==> src/hdl/ilir_pkg.sv <==
package ilir_pkg;

    // Request kinds
    localparam logic [2:0] MODE_APPEND = 3'd0;
    localparam logic [2:0] MODE_INSERT = 3'd1;
    localparam logic [2:0] MODE_READ   = 3'd2;
    localparam logic [2:0] MODE_WRITE  = 3'd3;
    localparam logic [2:0] MODE_REMOVE = 3'd4;

    // Result status codes
    localparam logic [1:0] ST_OK        = 2'd0;
    localparam logic [1:0] ST_BAD_INDEX = 2'd1;
    localparam logic [1:0] ST_FULL      = 2'd2;
    localparam logic [1:0] ST_EMPTY     = 2'd3;

    localparam int unsigned IN_BITS  = 40;
    localparam int unsigned OUT_BITS = 40;

    typedef struct packed {
        logic signed [31:0] value;
        logic        [3:0]  index;
        logic        [2:0]  mode;
    } t_req;

    typedef struct packed {
        logic        [1:0]  status;
        logic        [4:0]  item_count;
        logic signed [31:0] read_value;
    } t_result;

endpackage

==> src/hdl/indexed_list_insert_remove.sv <==
// Channel | Dir | Beat fields (lowest bit up)
// --------+-----+---------------------------------------------------------------
// s_axis  | in  | mode[2:0], index[6:3], value[38:7], zero pad [39]
// m_axis  | out | read_value[31:0], item_count[36:32], status[38:37], zero pad [39]
//
// One request is worked at a time. Append, overwrite, insert at the end, last-entry
// remove, bad requests and unknown modes go straight to the result; read passes a read
// state; insert and remove shift the list tail, then insert writes its value.
// Single memory write port: one entry moves per cycle, read the cycle before its write.
// Reset (i_rst_n low, synchronous) clears the count; the list memory is not cleared.
// A stalled result sits in the output register while the next request is taken.
module indexed_list_insert_remove #(
    parameter int unsigned CAPACITY = 16
) (
    input  logic        i_clk,
    input  logic        i_rst_n,
    input  logic        s_axis_tvalid,
    output logic        s_axis_tready,
    input  logic [39:0] s_axis_tdata,   // mode[2:0], index[6:3], value[38:7]
    output logic        m_axis_tvalid,
    input  logic        m_axis_tready,
    output logic [39:0] m_axis_tdata    // read_value[31:0], item_count[36:32], status[38:37]
);

    localparam int unsigned AW = (CAPACITY > 1) ? $clog2(CAPACITY) : 1;
    localparam int unsigned CW = $clog2(CAPACITY + 1);

    ilir_pkg::t_req    req;
    ilir_pkg::t_result res;
    ilir_pkg::t_result out_res;
    logic              res_valid;
    logic              res_ready;

    logic              mem_we;
    logic [AW-1:0]     mem_waddr;
    logic [31:0]       mem_wdata;
    logic [AW-1:0]     mem_raddr;
    logic [31:0]       mem_rdata;

    // Unpack the request beat; the pad bit is dropped
    assign req = ilir_pkg::t_req'(s_axis_tdata[38:0]);

    // Sequencer: checks the request against the count, runs the entry shifts
    ilir_ctrl #(
        .CAPACITY (CAPACITY),
        .AW       (AW),
        .CW       (CW)
    ) u_ctrl (
        .i_clk       (i_clk),
        .i_rst_n     (i_rst_n),
        .i_req_valid (s_axis_tvalid),
        .o_req_ready (s_axis_tready),
        .i_req       (req),
        .o_res_valid (res_valid),
        .i_res_ready (res_ready),
        .o_res       (res),
        .o_mem_we    (mem_we),
        .o_mem_waddr (mem_waddr),
        .o_mem_wdata (mem_wdata),
        .o_mem_raddr (mem_raddr),
        .i_mem_rdata (mem_rdata)
    );

    // List storage: one write and one registered read per cycle
    ilir_mem #(
        .DEPTH (CAPACITY),
        .AW    (AW)
    ) u_mem (
        .i_clk   (i_clk),
        .i_we    (mem_we),
        .i_waddr (mem_waddr),
        .i_wdata (mem_wdata),
        .i_raddr (mem_raddr),
        .o_rdata (mem_rdata)
    );

    // Output register parts the result side from the sequencer
    ilir_obuf u_obuf (
        .i_clk   (i_clk),
        .i_rst_n (i_rst_n),
        .i_valid (res_valid),
        .o_ready (res_ready),
        .i_data  (res),
        .o_valid (m_axis_tvalid),
        .i_ready (m_axis_tready),
        .o_data  (out_res)
    );

    assign m_axis_tdata = {1'b0, out_res};

endmodule

==> src/hdl/ilir_mem.sv <==
module ilir_mem #(
    parameter int unsigned DEPTH = 16,
    parameter int unsigned AW    = 4
) (
    input  logic          i_clk,
    input  logic          i_we,
    input  logic [AW-1:0] i_waddr,
    input  logic [31:0]   i_wdata,
    input  logic [AW-1:0] i_raddr,
    output logic [31:0]   o_rdata
);

    logic [31:0] r_mem [DEPTH];
    logic [31:0] r_rdata;

    always_ff @(posedge i_clk) begin
        if (i_we) begin
            r_mem[i_waddr] <= i_wdata;
        end
        r_rdata <= r_mem[i_raddr];
    end

    assign o_rdata = r_rdata;

endmodule

==> src/hdl/ilir_ctrl.sv <==
module ilir_ctrl #(
    parameter int unsigned CAPACITY = 16,
    parameter int unsigned AW       = 4,
    parameter int unsigned CW       = 5
) (
    input  logic              i_clk,
    input  logic              i_rst_n,
    input  logic              i_req_valid,
    output logic              o_req_ready,
    input  ilir_pkg::t_req    i_req,
    output logic              o_res_valid,
    input  logic              i_res_ready,
    output ilir_pkg::t_result o_res,
    output logic              o_mem_we,
    output logic [AW-1:0]     o_mem_waddr,
    output logic [31:0]       o_mem_wdata,
    output logic [AW-1:0]     o_mem_raddr,
    input  logic [31:0]       i_mem_rdata
);

    localparam int unsigned   IW       = (CW > 4) ? CW : 4;
    localparam logic [CW-1:0] FULL_CNT = CW'(CAPACITY);

    typedef enum logic [2:0] {
        S_IDLE,
        S_SHIFT,
        S_TAIL,
        S_FIN,
        S_RD,
        S_DONE
    } t_state;

    t_state        r_state;
    logic [CW-1:0] r_count;
    logic [AW-1:0] r_src;
    logic [AW-1:0] r_end;
    logic [AW-1:0] r_wa;
    logic [AW-1:0] r_idx;
    logic          r_up;
    logic          r_ins;
    logic          r_pend;
    logic [31:0]   r_val;
    logic [31:0]   r_rdval;
    logic [1:0]    r_status;

    t_state        n_state;
    logic [1:0]    n_status;
    logic [CW-1:0] n_count;

    logic [IW-1:0] idx_w;
    logic [IW-1:0] cnt_w;
    logic [IW-1:0] cnt_m1;
    logic          full;
    logic          accept;
    logic          quick_wr;

    assign idx_w  = IW'(i_req.index);
    assign cnt_w  = IW'(r_count);
    assign cnt_m1 = cnt_w - 1'b1;
    assign full   = (r_count == FULL_CNT);
    assign accept = (r_state == S_IDLE) && i_req_valid;

    // Writes that finish in the accept cycle: append, overwrite, insert at the end
    always_comb begin
        quick_wr = 1'b0;
        case (i_req.mode)
            ilir_pkg::MODE_APPEND: quick_wr = !full;
            ilir_pkg::MODE_INSERT: quick_wr = !full && (idx_w == cnt_w);
            ilir_pkg::MODE_WRITE:  quick_wr = (idx_w < cnt_w);
            default:               quick_wr = 1'b0;
        endcase
    end

    // Outcome of a request: status, next count and where the sequencer goes
    always_comb begin
        n_state  = S_DONE;
        n_status = ilir_pkg::ST_OK;
        n_count  = r_count;
        case (i_req.mode)
            ilir_pkg::MODE_APPEND: begin
                if (full) begin
                    n_status = ilir_pkg::ST_FULL;
                end else begin
                    n_count = r_count + 1'b1;
                end
            end
            ilir_pkg::MODE_INSERT: begin
                if (full) begin
                    n_status = ilir_pkg::ST_FULL;
                end else if (idx_w > cnt_w) begin
                    n_status = ilir_pkg::ST_BAD_INDEX;
                end else if (idx_w == cnt_w) begin
                    n_count = r_count + 1'b1;
                end else begin
                    n_state = S_SHIFT;
                end
            end
            ilir_pkg::MODE_READ: begin
                if (idx_w >= cnt_w) begin
                    n_status = ilir_pkg::ST_BAD_INDEX;
                end else begin
                    n_state = S_RD;
                end
            end
            ilir_pkg::MODE_WRITE: begin
                if (idx_w >= cnt_w) begin
                    n_status = ilir_pkg::ST_BAD_INDEX;
                end
            end
            ilir_pkg::MODE_REMOVE: begin
                if (r_count == '0) begin
                    n_status = ilir_pkg::ST_EMPTY;
                end else if (idx_w >= cnt_w) begin
                    n_status = ilir_pkg::ST_BAD_INDEX;
                end else if (idx_w == cnt_m1) begin
                    n_count = r_count - 1'b1;
                end else begin
                    n_state = S_SHIFT;
                end
            end
            default: begin
            end
        endcase
    end

    // Memory port: a shift write lands in the cycle after its read
    always_comb begin
        o_mem_we    = 1'b0;
        o_mem_waddr = r_wa;
        o_mem_wdata = i_mem_rdata;
        if (r_pend) begin
            o_mem_we = 1'b1;
        end else if (r_state == S_FIN) begin
            o_mem_we    = 1'b1;
            o_mem_waddr = r_idx;
            o_mem_wdata = r_val;
        end else if (accept && quick_wr) begin
            o_mem_we    = 1'b1;
            o_mem_waddr = (i_req.mode == ilir_pkg::MODE_APPEND) ? AW'(r_count)
                                                                : AW'(i_req.index);
            o_mem_wdata = i_req.value;
        end
        o_mem_raddr = (r_state == S_SHIFT) ? r_src : AW'(i_req.index);
    end

    assign o_req_ready = (r_state == S_IDLE);
    assign o_res_valid = (r_state == S_DONE);
    assign o_res       = '{status: r_status, item_count: 5'(r_count), read_value: r_rdval};

    always_ff @(posedge i_clk) begin
        if (!i_rst_n) begin
            r_state <= S_IDLE;
            r_count <= '0;
            r_pend  <= 1'b0;
        end else begin
            case (r_state)
                S_IDLE: begin
                    if (i_req_valid) begin
                        r_rdval  <= '0;
                        r_status <= n_status;
                        r_val    <= i_req.value;
                        r_idx    <= AW'(i_req.index);
                        r_count  <= n_count;
                        r_state  <= n_state;
                        // Insert walks down from the tail, remove walks up from the hole
                        r_ins    <= (i_req.mode == ilir_pkg::MODE_INSERT);
                        r_up     <= (i_req.mode != ilir_pkg::MODE_INSERT);
                        if (i_req.mode == ilir_pkg::MODE_INSERT) begin
                            r_src <= AW'(r_count - 1'b1);
                            r_end <= AW'(i_req.index);
                        end else begin
                            r_src <= AW'(i_req.index) + 1'b1;
                            r_end <= AW'(r_count - 1'b1);
                        end
                    end
                end
                S_SHIFT: begin
                    r_pend <= 1'b1;
                    r_wa   <= r_up ? (r_src - 1'b1) : (r_src + 1'b1);
                    if (r_src == r_end) begin
                        r_state <= S_TAIL;
                    end else begin
                        r_src <= r_up ? (r_src + 1'b1) : (r_src - 1'b1);
                    end
                end
                S_TAIL: begin
                    r_pend <= 1'b0;
                    if (r_ins) begin
                        r_state <= S_FIN;
                    end else begin
                        r_count <= r_count - 1'b1;
                        r_state <= S_DONE;
                    end
                end
                S_FIN: begin
                    r_count <= r_count + 1'b1;
                    r_state <= S_DONE;
                end
                S_RD: begin
                    r_rdval <= i_mem_rdata;
                    r_state <= S_DONE;
                end
                S_DONE: begin
                    if (i_res_ready) begin
                        r_state <= S_IDLE;
                    end
                end
                default: r_state <= S_IDLE;
            endcase
        end
    end

endmodule

==> src/hdl/ilir_obuf.sv <==
module ilir_obuf (
    input  logic              i_clk,
    input  logic              i_rst_n,
    input  logic              i_valid,
    output logic              o_ready,
    input  ilir_pkg::t_result i_data,
    output logic              o_valid,
    input  logic              i_ready,
    output ilir_pkg::t_result o_data
);

    logic              r_valid;
    ilir_pkg::t_result r_data;
    logic              load;

    assign o_ready = !r_valid || i_ready;
    assign load    = i_valid && o_ready;

    always_ff @(posedge i_clk) begin
        if (!i_rst_n) begin
            r_valid <= 1'b0;
        end else if (load) begin
            r_valid <= 1'b1;
        end else if (i_ready) begin
            r_valid <= 1'b0;
        end
    end

    // Payload holds while the beat is stalled
    always_ff @(posedge i_clk) begin
        if (load) begin
            r_data <= i_data;
        end
    end

    assign o_valid = r_valid;
    assign o_data  = r_data;

endmodule

==> config.mk <==
export PLATFORM = sky130hd
export DESIGN_NAME = indexed_list_insert_remove
export DESIGN_NICKNAME = d
export VERILOG_FILES = /design/src/hdl/ilir_pkg.sv /design/src/hdl/indexed_list_insert_remove.sv /design/src/hdl/ilir_mem.sv /design/src/hdl/ilir_ctrl.sv /design/src/hdl/ilir_obuf.sv
export SDC_FILE = /design/constraint.sdc
export NUM_CORES = 1
export LEC_CHECK = 0
export BUFFER_PORTS_ARGS = -buffer_cell sky130_fd_sc_hd__buf_2
export CAP_MARGIN = 25
export CORE_MARGIN = 4
export CORE_UTILIZATION = 42
export CTS_CLUSTER_DIAMETER = 100
export DETAILED_ROUTE_END_ITERATION = 8
export PLACE_DENSITY_LB_ADDON = 0.1
export SYNTH_ARGS = -nofsm -noshare
export SYNTH_HDL_FRONTEND = slang
export SYNTH_SLANG_ARGS = --single-unit
==> constraint.sdc <==
create_clock -name i_clk -period 6.35 [get_ports i_clk]
set_clock_uncertainty 0.1 [all_clocks]
set_input_delay 0.635 -clock i_clk [delete_from_list [all_inputs] [get_ports i_clk]]
set_output_delay 0.635 -clock i_clk [all_outputs]
set_load 0.01 [all_outputs]
==> results.sh, run 1 <==
export IMPL_die_height_um=258
export IMPL_cts_sink_count=677
export IMPL_final_common_cell="edfxtp_1"
export IMPL_antenna_found_initial=2
export IMPL_r2r_setup_slack_ns=1.77
export IMPL_holdCritPathClass="in -> reg"
export IMPL_detail_route_first_pass_iterations=5
export IMPL_path_class="reg -> reg"
export IMPL_via_count=13100
export IMPL_cts_resized=0
export IMPL_io_buffers=83
export IMPL_antenna_left=0
export IMPL_pin_count=86
export IMPL_powerDensity_nw_per_um2=463
export IMPL_fin_crit_sh=0.721
export IMPL_report_final_slew_viol_count=0
export IMPL_fin_nets=1549
export IMPL_rr_worst_depth=9
export IMPL_synth_area_leaders="edfxtp_1 (73%), mux4_2 (11%), dfxtp_1 (3.2%), a22oi_1 (1.8%), a21oi_1 (1.0%)"
export IMPL_drive_gt1_frac=0.282
export IMPL_gp_congestion=0.755
export IMPL_clkTransAtPathRegs_ns=0.06
export IMPL_drt_initial_drc_count=1005
export IMPL_synth_top_area_cell="edfxtp_1"
export IMPL_ys_warn_count=0
export IMPL_fin_crit_ns=4.58
export IMPL_dieArea_sq_um=66400
export IMPL_core_sq_um=61700
export IMPL_overflow=0
export IMPL_worstHoldPathCells=1
export IMPL_holdBufCountCts=0
export IMPL_cts_setup_buffers=0
export IMPL_cts_root_buf="clkbuf_16"
export IMPL_clock_latency_ns=0.60
export IMPL_drt_wirelength_per_cell_um=25.2
export IMPL_r2r_start="u_ctrl.cnt_w[2]"
export IMPL_rsz0062_at_grt="no"
export IMPL_antennaDiodeCount=0
export IMPL_async_reset_ff_frac=0
export IMPL_grt_pass1_vias=13600
export IMPL_post_place_ws_ns=1.57
export IMPL_outcome="completed"
export IMPL_start_util=0.424
export IMPL_grt_use_total=0.182
export IMPL_hold_path_end="u_ctrl.r_val[7]"
export IMPL_dp_cells=2230
export IMPL_area_delta_synth_final_pct=16.1
export IMPL_synth_nets=1402
export IMPL_stdcell_count=2391
export IMPL_grt_max_degree=87
export IMPL_cts_buffer_depth=3
export IMPL_required_ns=6.50
export IMPL_tightest_slew_ns=1.06
export IMPL_fill_cells=5119
export IMPL_peakVddDrop_mv=0.343
export IMPL_finalHoldViolations=0
export IMPL_slowest_stage="o221ai_2"
export IMPL_drc=0
export IMPL_drt_total_wl_mm=60.2
export IMPL_maxSlewHeadroom=0.295
export IMPL_r2r_end="u_mem.r_mem[5][16]"
export IMPL_worstPathArrival_ns=4.73
export IMPL_h_tree_depth=3
export IMPL_die_w_um=258
export IMPL_worstPathCellList="inv_1 -> ha_1 -> nand4_1 -> a2111oi_2 -> a31oi_2 -> or2_4 -> o221ai_2 -> and4b_2 -> buf_4"
export IMPL_worstHoldStart="s_axis_tdata[14]"
export IMPL_synth_edf_count=635
export IMPL_yosys_most_used_dff="edfxtp_1"
export IMPL_grt_pass1_wl_mm=90.0
export IMPL_vias_per_cell=5.47
export IMPL_place_hpwl_mm=33.2
export IMPL_seq_area_sq_um=19900
export IMPL_leakage_nw=10.2
export IMPL_multiInputGateArea_sq_um=5990
export IMPL_synth_top_area_share=0.729
export IMPL_setup_violations_final=0
export IMPL_drv_cap=0
export IMPL_synth_cell_types=68
export IMPL_synth_seq_area_share=0.761
export IMPL_max_stage_delay_ns=0.79
export IMPL_syn_inst=1348
export IMPL_fmax_mhz=218
export IMPL_tns_ns=0
export IMPL_synth_avg_cell_area_sq_um=19.4
export IMPL_setup_slack_ns=1.77
export IMPL_cts_inserted_buffers=75
export IMPL_mostFrequentLayoutCells="edfxtp_1 (635), mux4_2 (128), buf_2 (83)"
export IMPL_synth_area_sq_um=26200
export IMPL_ys_seq_elements=677
export IMPL_cts_tree="yes"
export IMPL_crit_fanout=18
export IMPL_start_kind="flip-flop"
export IMPL_num_rows=91
export IMPL_crit_path_end_kind="flip-flop"
[cells in the mapped netlist, types with 7 or more instances]
master and number:
a21oi_1 54, inv_1 15, dfxtp_1 42, mux4_2 128
nand2_1 57, a22oi_1 64, mux2i_1 14, o21ai_0 7
buf_2 8, and3_1 37, ha_1 10, nor2_1 57
edfxtp_1 635, buf_4 17, xor2_1 10, xnor2_1 7
o22ai_1 32, clkbuf_1 47
[area by class of cell]
type                    count  share of cell area
clock inverters            29             0.00868
repair buffers            153              0.0324
well taps                 837              0.0345
multi-input cells         571               0.197
inverters                  17             0.00210
clock buffers             107              0.0704
flip-flops and latches    677               0.655
[through the flow]
step	hold slack, ns	power [W]	instance area, sq um	util
final	0.131	0.0141	30400	0.493
after global placement	0.300	0.00981	27800	0.450
after CTS	0.0857	0.0141	30200	0.489
after floorplan	0.300	0.00871	26200	-
after detailed placement	0.305	0.00991	27800	0.450
after global routing	0.0971	0.0148	30400	0.493
[power by group]
part / internal (W) / total [W] / switching [W] / leakage, nW
logic: 0.00133 / 0.00354 / 0.00220 / 2.84
registers: 0.00613 / 0.00634 / 0.000209 / 6.13
clock network: 0.00251 / 0.00419 / 0.00168 / 1.18
total: 0.00998 / 0.0141 / 0.00409 / 10.2
[how the worst max path moves through the flow]
stage / cells after the start / slack, ns / start / end
2_1_floorplan: 9 / 0.04 / s_axis_tdata[3] / u_mem.r_mem[2][0]
3_3_place_gp: 10 / 1.62 / s_axis_tdata[3] / u_mem.r_mem[5][14]
3_5_place_dp: 10 / 1.57 / s_axis_tdata[3] / u_mem.r_mem[5][15]
4_1_cts: 9 / 1.64 / u_ctrl.cnt_w[2] / u_mem.r_mem[5][13]
5_1_grt: 9 / 1.47 / u_ctrl.cnt_w[2] / u_mem.r_mem[5][16]
6_report: 9 / 1.77 / u_ctrl.cnt_w[2] / u_mem.r_mem[5][16]
[metal layers]
layer  vias up  track usage  share of wire
li1       5817            -              -
met1      6883        0.253           0.44
met2       307        0.298           0.49
met3        81       0.0351          0.053
met4         0       0.0493          0.018
met5         -            0              0
[critical path: cells and delay by family (launching register included)]
kind                     cells  cell delay [ns]
AO/OA/AOI/OAI                3             1.34
AND/OR/NAND/NOR              3             1.19
flip-flops                   1             0.61
buffers and inverters        2             0.60
adder cells (fa/ha/maj)      1             0.37
[registers in the layout, indices dropped and copies added, names as in the netlist]
register	flops
u_mem.r_mem	512
u_obuf.o_data	39
u_ctrl.r_rdval	32
u_ctrl.r_val	32
u_mem.o_rdata	32
u_ctrl.cnt_w	5
u_ctrl.r_end	4
u_ctrl.r_idx	4
u_ctrl.r_src	4
u_ctrl.r_wa	4
u_ctrl.r_state	3
u_ctrl.r_status	2
u_ctrl.r_ins	1
u_ctrl.r_pend	1
u_ctrl.r_up	1
u_obuf.o_valid	1
[logic make-up after synthesis]
logic type      Yosys count  share of synthesized area
simple gates            201                     0.0410
flops                   677                      0.761
other cells               1                   0.000143
xor+xnor                 18                    0.00655
buf+inv                 100                     0.0184
compound gates          193                     0.0504
mux                     148                      0.118
fa+ha+maj                10                    0.00478
Note: power is estimated with default switching activity, not from simulation.
==> inputs of run 2 (changes only) <==
==> constraint.sdc (replaced) <==
create_clock -name i_clk -period 3.7 [get_ports i_clk]
set_clock_uncertainty 0.1 [all_clocks]
set_input_delay 0.37 -clock i_clk [delete_from_list [all_inputs] [get_ports i_clk]]
set_output_delay 0.37 -clock i_clk [all_outputs]
set_load 0.01 [all_outputs]
==> results.sh, run 2 (synthesized netlist as in run 1, its figures left out) <==
export IMPL_drt_initial_drc_count=869
export IMPL_drc=0
export IMPL_tns_ns=0
export IMPL_cts_buffer_depth=3
export IMPL_maxSlewHeadroom=0.463
export IMPL_vias_per_cell=5.48
export IMPL_antennaDiodeCount=0
export IMPL_cts_root_buf="clkbuf_16"
export IMPL_cts_setup_buffers=0
export IMPL_seq_area_sq_um=19900
export IMPL_wl_met1_mm=28.0
export IMPL_cts_sink_count=677
export IMPL_path_class="reg -> reg"
export IMPL_stdcell_count=2457
export IMPL_powerDensity_nw_per_um2=777
export IMPL_setup_violations_final=0
export IMPL_outcome="completed"
export IMPL_largest_reg_flops=512
export IMPL_dr_wl_met2_mm=29.2
export IMPL_fin_crit_ns=3.38
export IMPL_clock_latency_ns=0.59
export IMPL_grt_max_degree=40
export IMPL_antenna_left=0
export IMPL_largest_register="u_mem.r_mem"
export IMPL_detail_route_first_pass_iterations=7
export IMPL_num_rows=91
export IMPL_die_w_um=258
export IMPL_whs_ns=0.0315
export IMPL_io_buffers=83
export IMPL_drive_gt1_frac=0.286
export IMPL_drt_total_wl_mm=61.4
export IMPL_holdCritPathClass="in -> reg"
export IMPL_fin_crit_sh=0.913
export IMPL_worstPathArrival_ns=3.55
export IMPL_finalHoldViolations=0
export IMPL_area_delta_synth_final_pct=19.5
export IMPL_h_tree_depth=3
export IMPL_crit_fanout=23
export IMPL_report_final_slew_viol_count=0
export IMPL_multiInputGateArea_sq_um=6110
export IMPL_required_ns=3.87
export IMPL_pin_count=86
export IMPL_fin_nets=1618
export IMPL_antenna_found_initial=2
export IMPL_drt_wirelength_per_cell_um=25.0
export IMPL_dp_cells=2293
export IMPL_peakVddDrop_mv=0.386
export IMPL_overflow=0
export IMPL_top_layer_used="met4"
export IMPL_gp_congestion=0.755
export IMPL_fill_cells=5063
export IMPL_leakage_nw=10.5
export IMPL_clkTransAtPathRegs_ns=0.06
export IMPL_drv_cap=0
export IMPL_final_common_cell="edfxtp_1"
export IMPL_grt_pass1_wl_mm=92.4
export IMPL_rr_worst_depth=10
export IMPL_worstHoldPathCells=3
export IMPL_core_sq_um=61700
export IMPL_cts_tree="yes"
export IMPL_die_height_um=258
export IMPL_via_count=13500
export IMPL_dieArea_sq_um=66400
export IMPL_start_util=0.424
export IMPL_fmax_mhz=296
export IMPL_start_kind="flip-flop"
export IMPL_route_met3_wl_mm=3.05
export IMPL_grt_use_total=0.186
export IMPL_cts_inserted_buffers=73
export IMPL_grt_pass1_vias=14200
export IMPL_crit_path_end_kind="flip-flop"
export IMPL_total_power_w=0.0243
export IMPL_place_hpwl_mm=35.6
export IMPL_rsz0062_at_grt="no"
export IMPL_tightest_slew_ns=0.805
export IMPL_mostFrequentLayoutCells="edfxtp_1 (635), mux4_2 (128), buf_2 (83)"
## run 2: changes by cell type in the layout (fill, tap and decap cells not counted), moves of 4 or more
cell / previous run / this run
clkbuf_8: 8 / 4
dlygate4sd3_1: 0 / 33
buf_12: 3 / 32
clkbuf_1: 21 / 30
nor4b_4: 1 / 6
buf_4: 66 / 76
clkinv_2: 12 / 4
dfxtp_1: 41 / 37
nor4b_2: 6 / 1
clkinv_1: 8 / 14
## run 2: final timing paths
path / from / end / slack [ns]
worst max-delay path: u_ctrl.cnt_w[1] / u_mem.r_mem[13][14] / 0.32
worst min-delay path: m_axis_tready / u_obuf.o_valid / 0.03
worst max register to register: u_ctrl.cnt_w[1] / u_mem.r_mem[13][14] / 0.32
worst min register to register: u_ctrl.r_rdval[5] / u_obuf.o_data[5] / 0.32
## run 2: metrics by stage
stage	instance area (sq um)	utilization	setup slack, ns
CTS	31300	0.507	0.311
global placement	28800	0.466	0.318
global route	31300	0.507	0.111
floorplan	26500	-	-0.0865
finish	31300	0.507	0.322
detailed placement	28800	0.466	0.300
## run 2: metal layers
metal  GRT usage  vias up
met1       0.266     7083
li1            -     5963
met3      0.0330       86
met2       0.298      325
met5           0        -
met4      0.0505        0
## run 2: critical path, stage by stage (launching register included)
cell	delay, ns
dfxtp_2	0.39
inv_1	0.11
ha_1	0.32
nand4_1	0.16
a2111oi_2	0.37
a31oi_2	0.14
or2_4	0.32
o221ai_4	0.18
buf_12	0.21
nor4bb_4	0.45
buf_12	0.27
## run 2: where the power goes
part           leakage (nW)  switching, W  internal (W)
Clock                  1.06       0.00283       0.00389
Sequential             6.13      0.000348        0.0105
Combinational          3.31       0.00405       0.00268
## run 2: what timing repair did
action | CTS | global route
hold endpoints to repair | 33 | 0
gates resized for setup | 0 | 0
hold buffers | 33 | 0
## run 2: layout make-up
| type | count | area share |
|---|---|---|
| clock inverters | 22 | 0.00428 |
| inverters | 17 | 0.00212 |
| flip-flops and latches | 677 | 0.637 |
| repair buffers | 224 | 0.0626 |
| multi-input cells | 571 | 0.195 |
| clock buffers | 109 | 0.0654 |
| well taps | 837 | 0.0335 |
==> inputs of run 3 (changes only) <==
--- a/config.mk
+++ b/config.mk
@@ -11,7 +11,7 @@
 export CORE_UTILIZATION = 42
 export CTS_CLUSTER_DIAMETER = 100
 export DETAILED_ROUTE_END_ITERATION = 8
-export PLACE_DENSITY_LB_ADDON = 0.1
+export PLACE_DENSITY_LB_ADDON = 0.25
 export SYNTH_ARGS = -nofsm -noshare
 export SYNTH_HDL_FRONTEND = slang
 export SYNTH_SLANG_ARGS = --single-unit
==> results.sh, run 3 (synthesized netlist as in run 1, its figures left out) <==
export IMPL_outcome="completed"
export IMPL_antenna_found_initial=1
export IMPL_dieArea_sq_um=66400
export IMPL_tightest_slew_ns=1.07
export IMPL_overflow=0
export IMPL_path_common_cell="buf_4"
export IMPL_fill_cells=5007
export IMPL_drt_wirelength_per_cell_um=24.5
export IMPL_total_power_w=0.0245
export IMPL_cts_tree="yes"
export IMPL_vias_per_cell=5.50
export IMPL_num_rows=91
export IMPL_clkTransAtPathRegs_ns=0.06
export IMPL_worstPathArrival_ns=3.77
export IMPL_crit_path_end_kind="flip-flop"
export IMPL_fin_crit_ns=3.44
export IMPL_rsz0062_at_grt="no"
export IMPL_area_delta_synth_final_pct=20.3
export IMPL_cts_sink_count=677
export IMPL_drc=0
export IMPL_drt_initial_drc_count=1094
export IMPL_grt_max_degree=47
export IMPL_core_sq_um=61700
export IMPL_io_buffers=83
export IMPL_power_frac_comb=0.267
export IMPL_detail_route_first_pass_iterations=5
export IMPL_finalHoldViolations=0
export IMPL_cts_setup_buffers=0
export IMPL_h_tree_depth=3
export IMPL_setup_violations_final=0
export IMPL_clkPwrFrac=0.291
export IMPL_largest_register="u_mem.r_mem"
export IMPL_drv_cap=0
export IMPL_cts_root_buf="clkbuf_16"
export IMPL_grt_pass1_wl_mm=89.9
export IMPL_fmax_mhz=291
export IMPL_fin_crit_sh=0.930
export IMPL_path_class="reg -> reg"
export IMPL_crit_fanout=21
export IMPL_antenna_left=0
export IMPL_die_w_um=258
export IMPL_place_hpwl_mm=35.1
export IMPL_cts_inserted_buffers=71
export IMPL_tns_ns=0
export IMPL_cts_buffer_depth=3
export IMPL_start_kind="flip-flop"
export IMPL_largest_reg_flops=512
export IMPL_report_final_slew_viol_count=0
export IMPL_grt_use_total=0.181
export IMPL_drive_gt1_frac=0.296
export IMPL_seqPwrFrac=0.443
export IMPL_die_height_um=258
export IMPL_final_common_cell="edfxtp_1"
export IMPL_grt_pass1_vias=14000
export IMPL_pin_count=86
export IMPL_post_place_ws_ns=0.166
export IMPL_clock_latency_ns=0.60
export IMPL_peakVddDrop_mv=0.419
export IMPL_maxSlewHeadroom=0.289
export IMPL_worstPathCellList="inv_1 -> ha_1 -> nor2b_1 -> o2111ai_1 -> a31oi_2 -> or2_2 -> buf_6 -> o22ai_1 -> buf_4 -> a21oi_1 -> buf_4"
export IMPL_p_sw_w=0.00713
export IMPL_p_int_w=0.0174
export IMPL_via_count=13500
export IMPL_p_sw_frac=0.290
export IMPL_drt_total_wl_mm=60.1
export IMPL_leakage_nw=10.6
export IMPL_gp_congestion=0.773
export IMPL_setup_slack_ns=0.258
export IMPL_powerDensity_nw_per_um2=780
export IMPL_max_stage_delay_ns=0.41
export IMPL_holdCritPathClass="in -> reg"
export IMPL_slowest_stage="dfxtp_2"
export IMPL_start_util=0.424
export IMPL_fin_nets=1617
export IMPL_required_ns=4.02
export IMPL_mostFrequentLayoutCells="edfxtp_1 (635), mux4_2 (128), buf_2 (83)"
run 3: cell count changes in the layout (fill, tap and decap cells not counted), sizes merged:
cell | previous run | this run
buf | 191 | 192
bufinv | 1 | 8
clkbuf | 109 | 91
clkinv | 18 | 26
clkinvlp | 0 | 2
diode | 0 | 1
run 3: per-layer routing:
metal | track usage | up-vias | wire length, um
met5 | 0 | - | 0
met4 | 0.0493 | 0 | 1050
met3 | 0.0326 | 67 | 3280
met2 | 0.297 | 352 | 29600
met1 | 0.254 | 7134 | 26200
li1 | - | 5963 | -
run 3: timing repair:
action                                 in CTS  in global routing
setup endpoints to repair                   0                 16
hold buffers                               33                  0
endpoints found under the hold margin      33                  0
resized for setup                           0                  1
run 3: final timing paths:
check                    start                  to  slack [ns]  depth (start not counted)
min              m_axis_tready      u_obuf.o_valid        0.03                          3
max reg2reg    u_ctrl.cnt_w[1]  u_mem.r_mem[13][5]        0.26                         11
min reg2reg  u_ctrl.r_rdval[4]    u_obuf.o_data[4]        0.32                          0
max            u_ctrl.cnt_w[1]  u_mem.r_mem[13][5]        0.26                         11
run 3: metrics by stage:
step | util | instance area (sq um) | std cells | hold slack (ns)
global placement | 0.466 | 28800 | 2291 | 0.300
detailed placement | 0.466 | 28800 | 2292 | 0.305
floorplan | - | 26500 | 1348 | 0.300
CTS | 0.510 | 31500 | 2455 | 0.000428
finish | 0.510 | 31500 | 2458 | 0.0294
global route | 0.510 | 31500 | 2457 | 0.0611
run 3: layout make-up:
cell class,instances,area (sq um),share of cell area
Antenna cell,1,2.50,0.0000795
Timing Repair Buffer,225,1990,0.0633
Inverter,17,66.3,0.00211
Multi-Input combinational cell,571,6100,0.194
Tap cell,837,1050,0.0333
Clock inverter,39,415,0.0132
Clock buffer,91,1940,0.0615
Sequential cell,677,19900,0.633
run 3: power by group through the flow:
stage	Combinational, W	Sequential [W]	Clock [W]
final	0.00655	0.0109	0.00713
after global routing	0.00709	0.0110	0.00763
after CTS	0.00661	0.0109	0.00730
after detailed placement	0.00656	0.0110	0
after global placement	0.00639	0.0110	0
after floorplan	0.00417	0.0109	0
run 3: worst max-delay path: cells and delay by family (launching register included):
family | cells | cell delay (ns)
buf+inv | 4 | 0.87
fa+ha+maj | 1 | 0.32
simple gates | 2 | 0.58
compound gates | 4 | 0.97
flops | 1 | 0.41
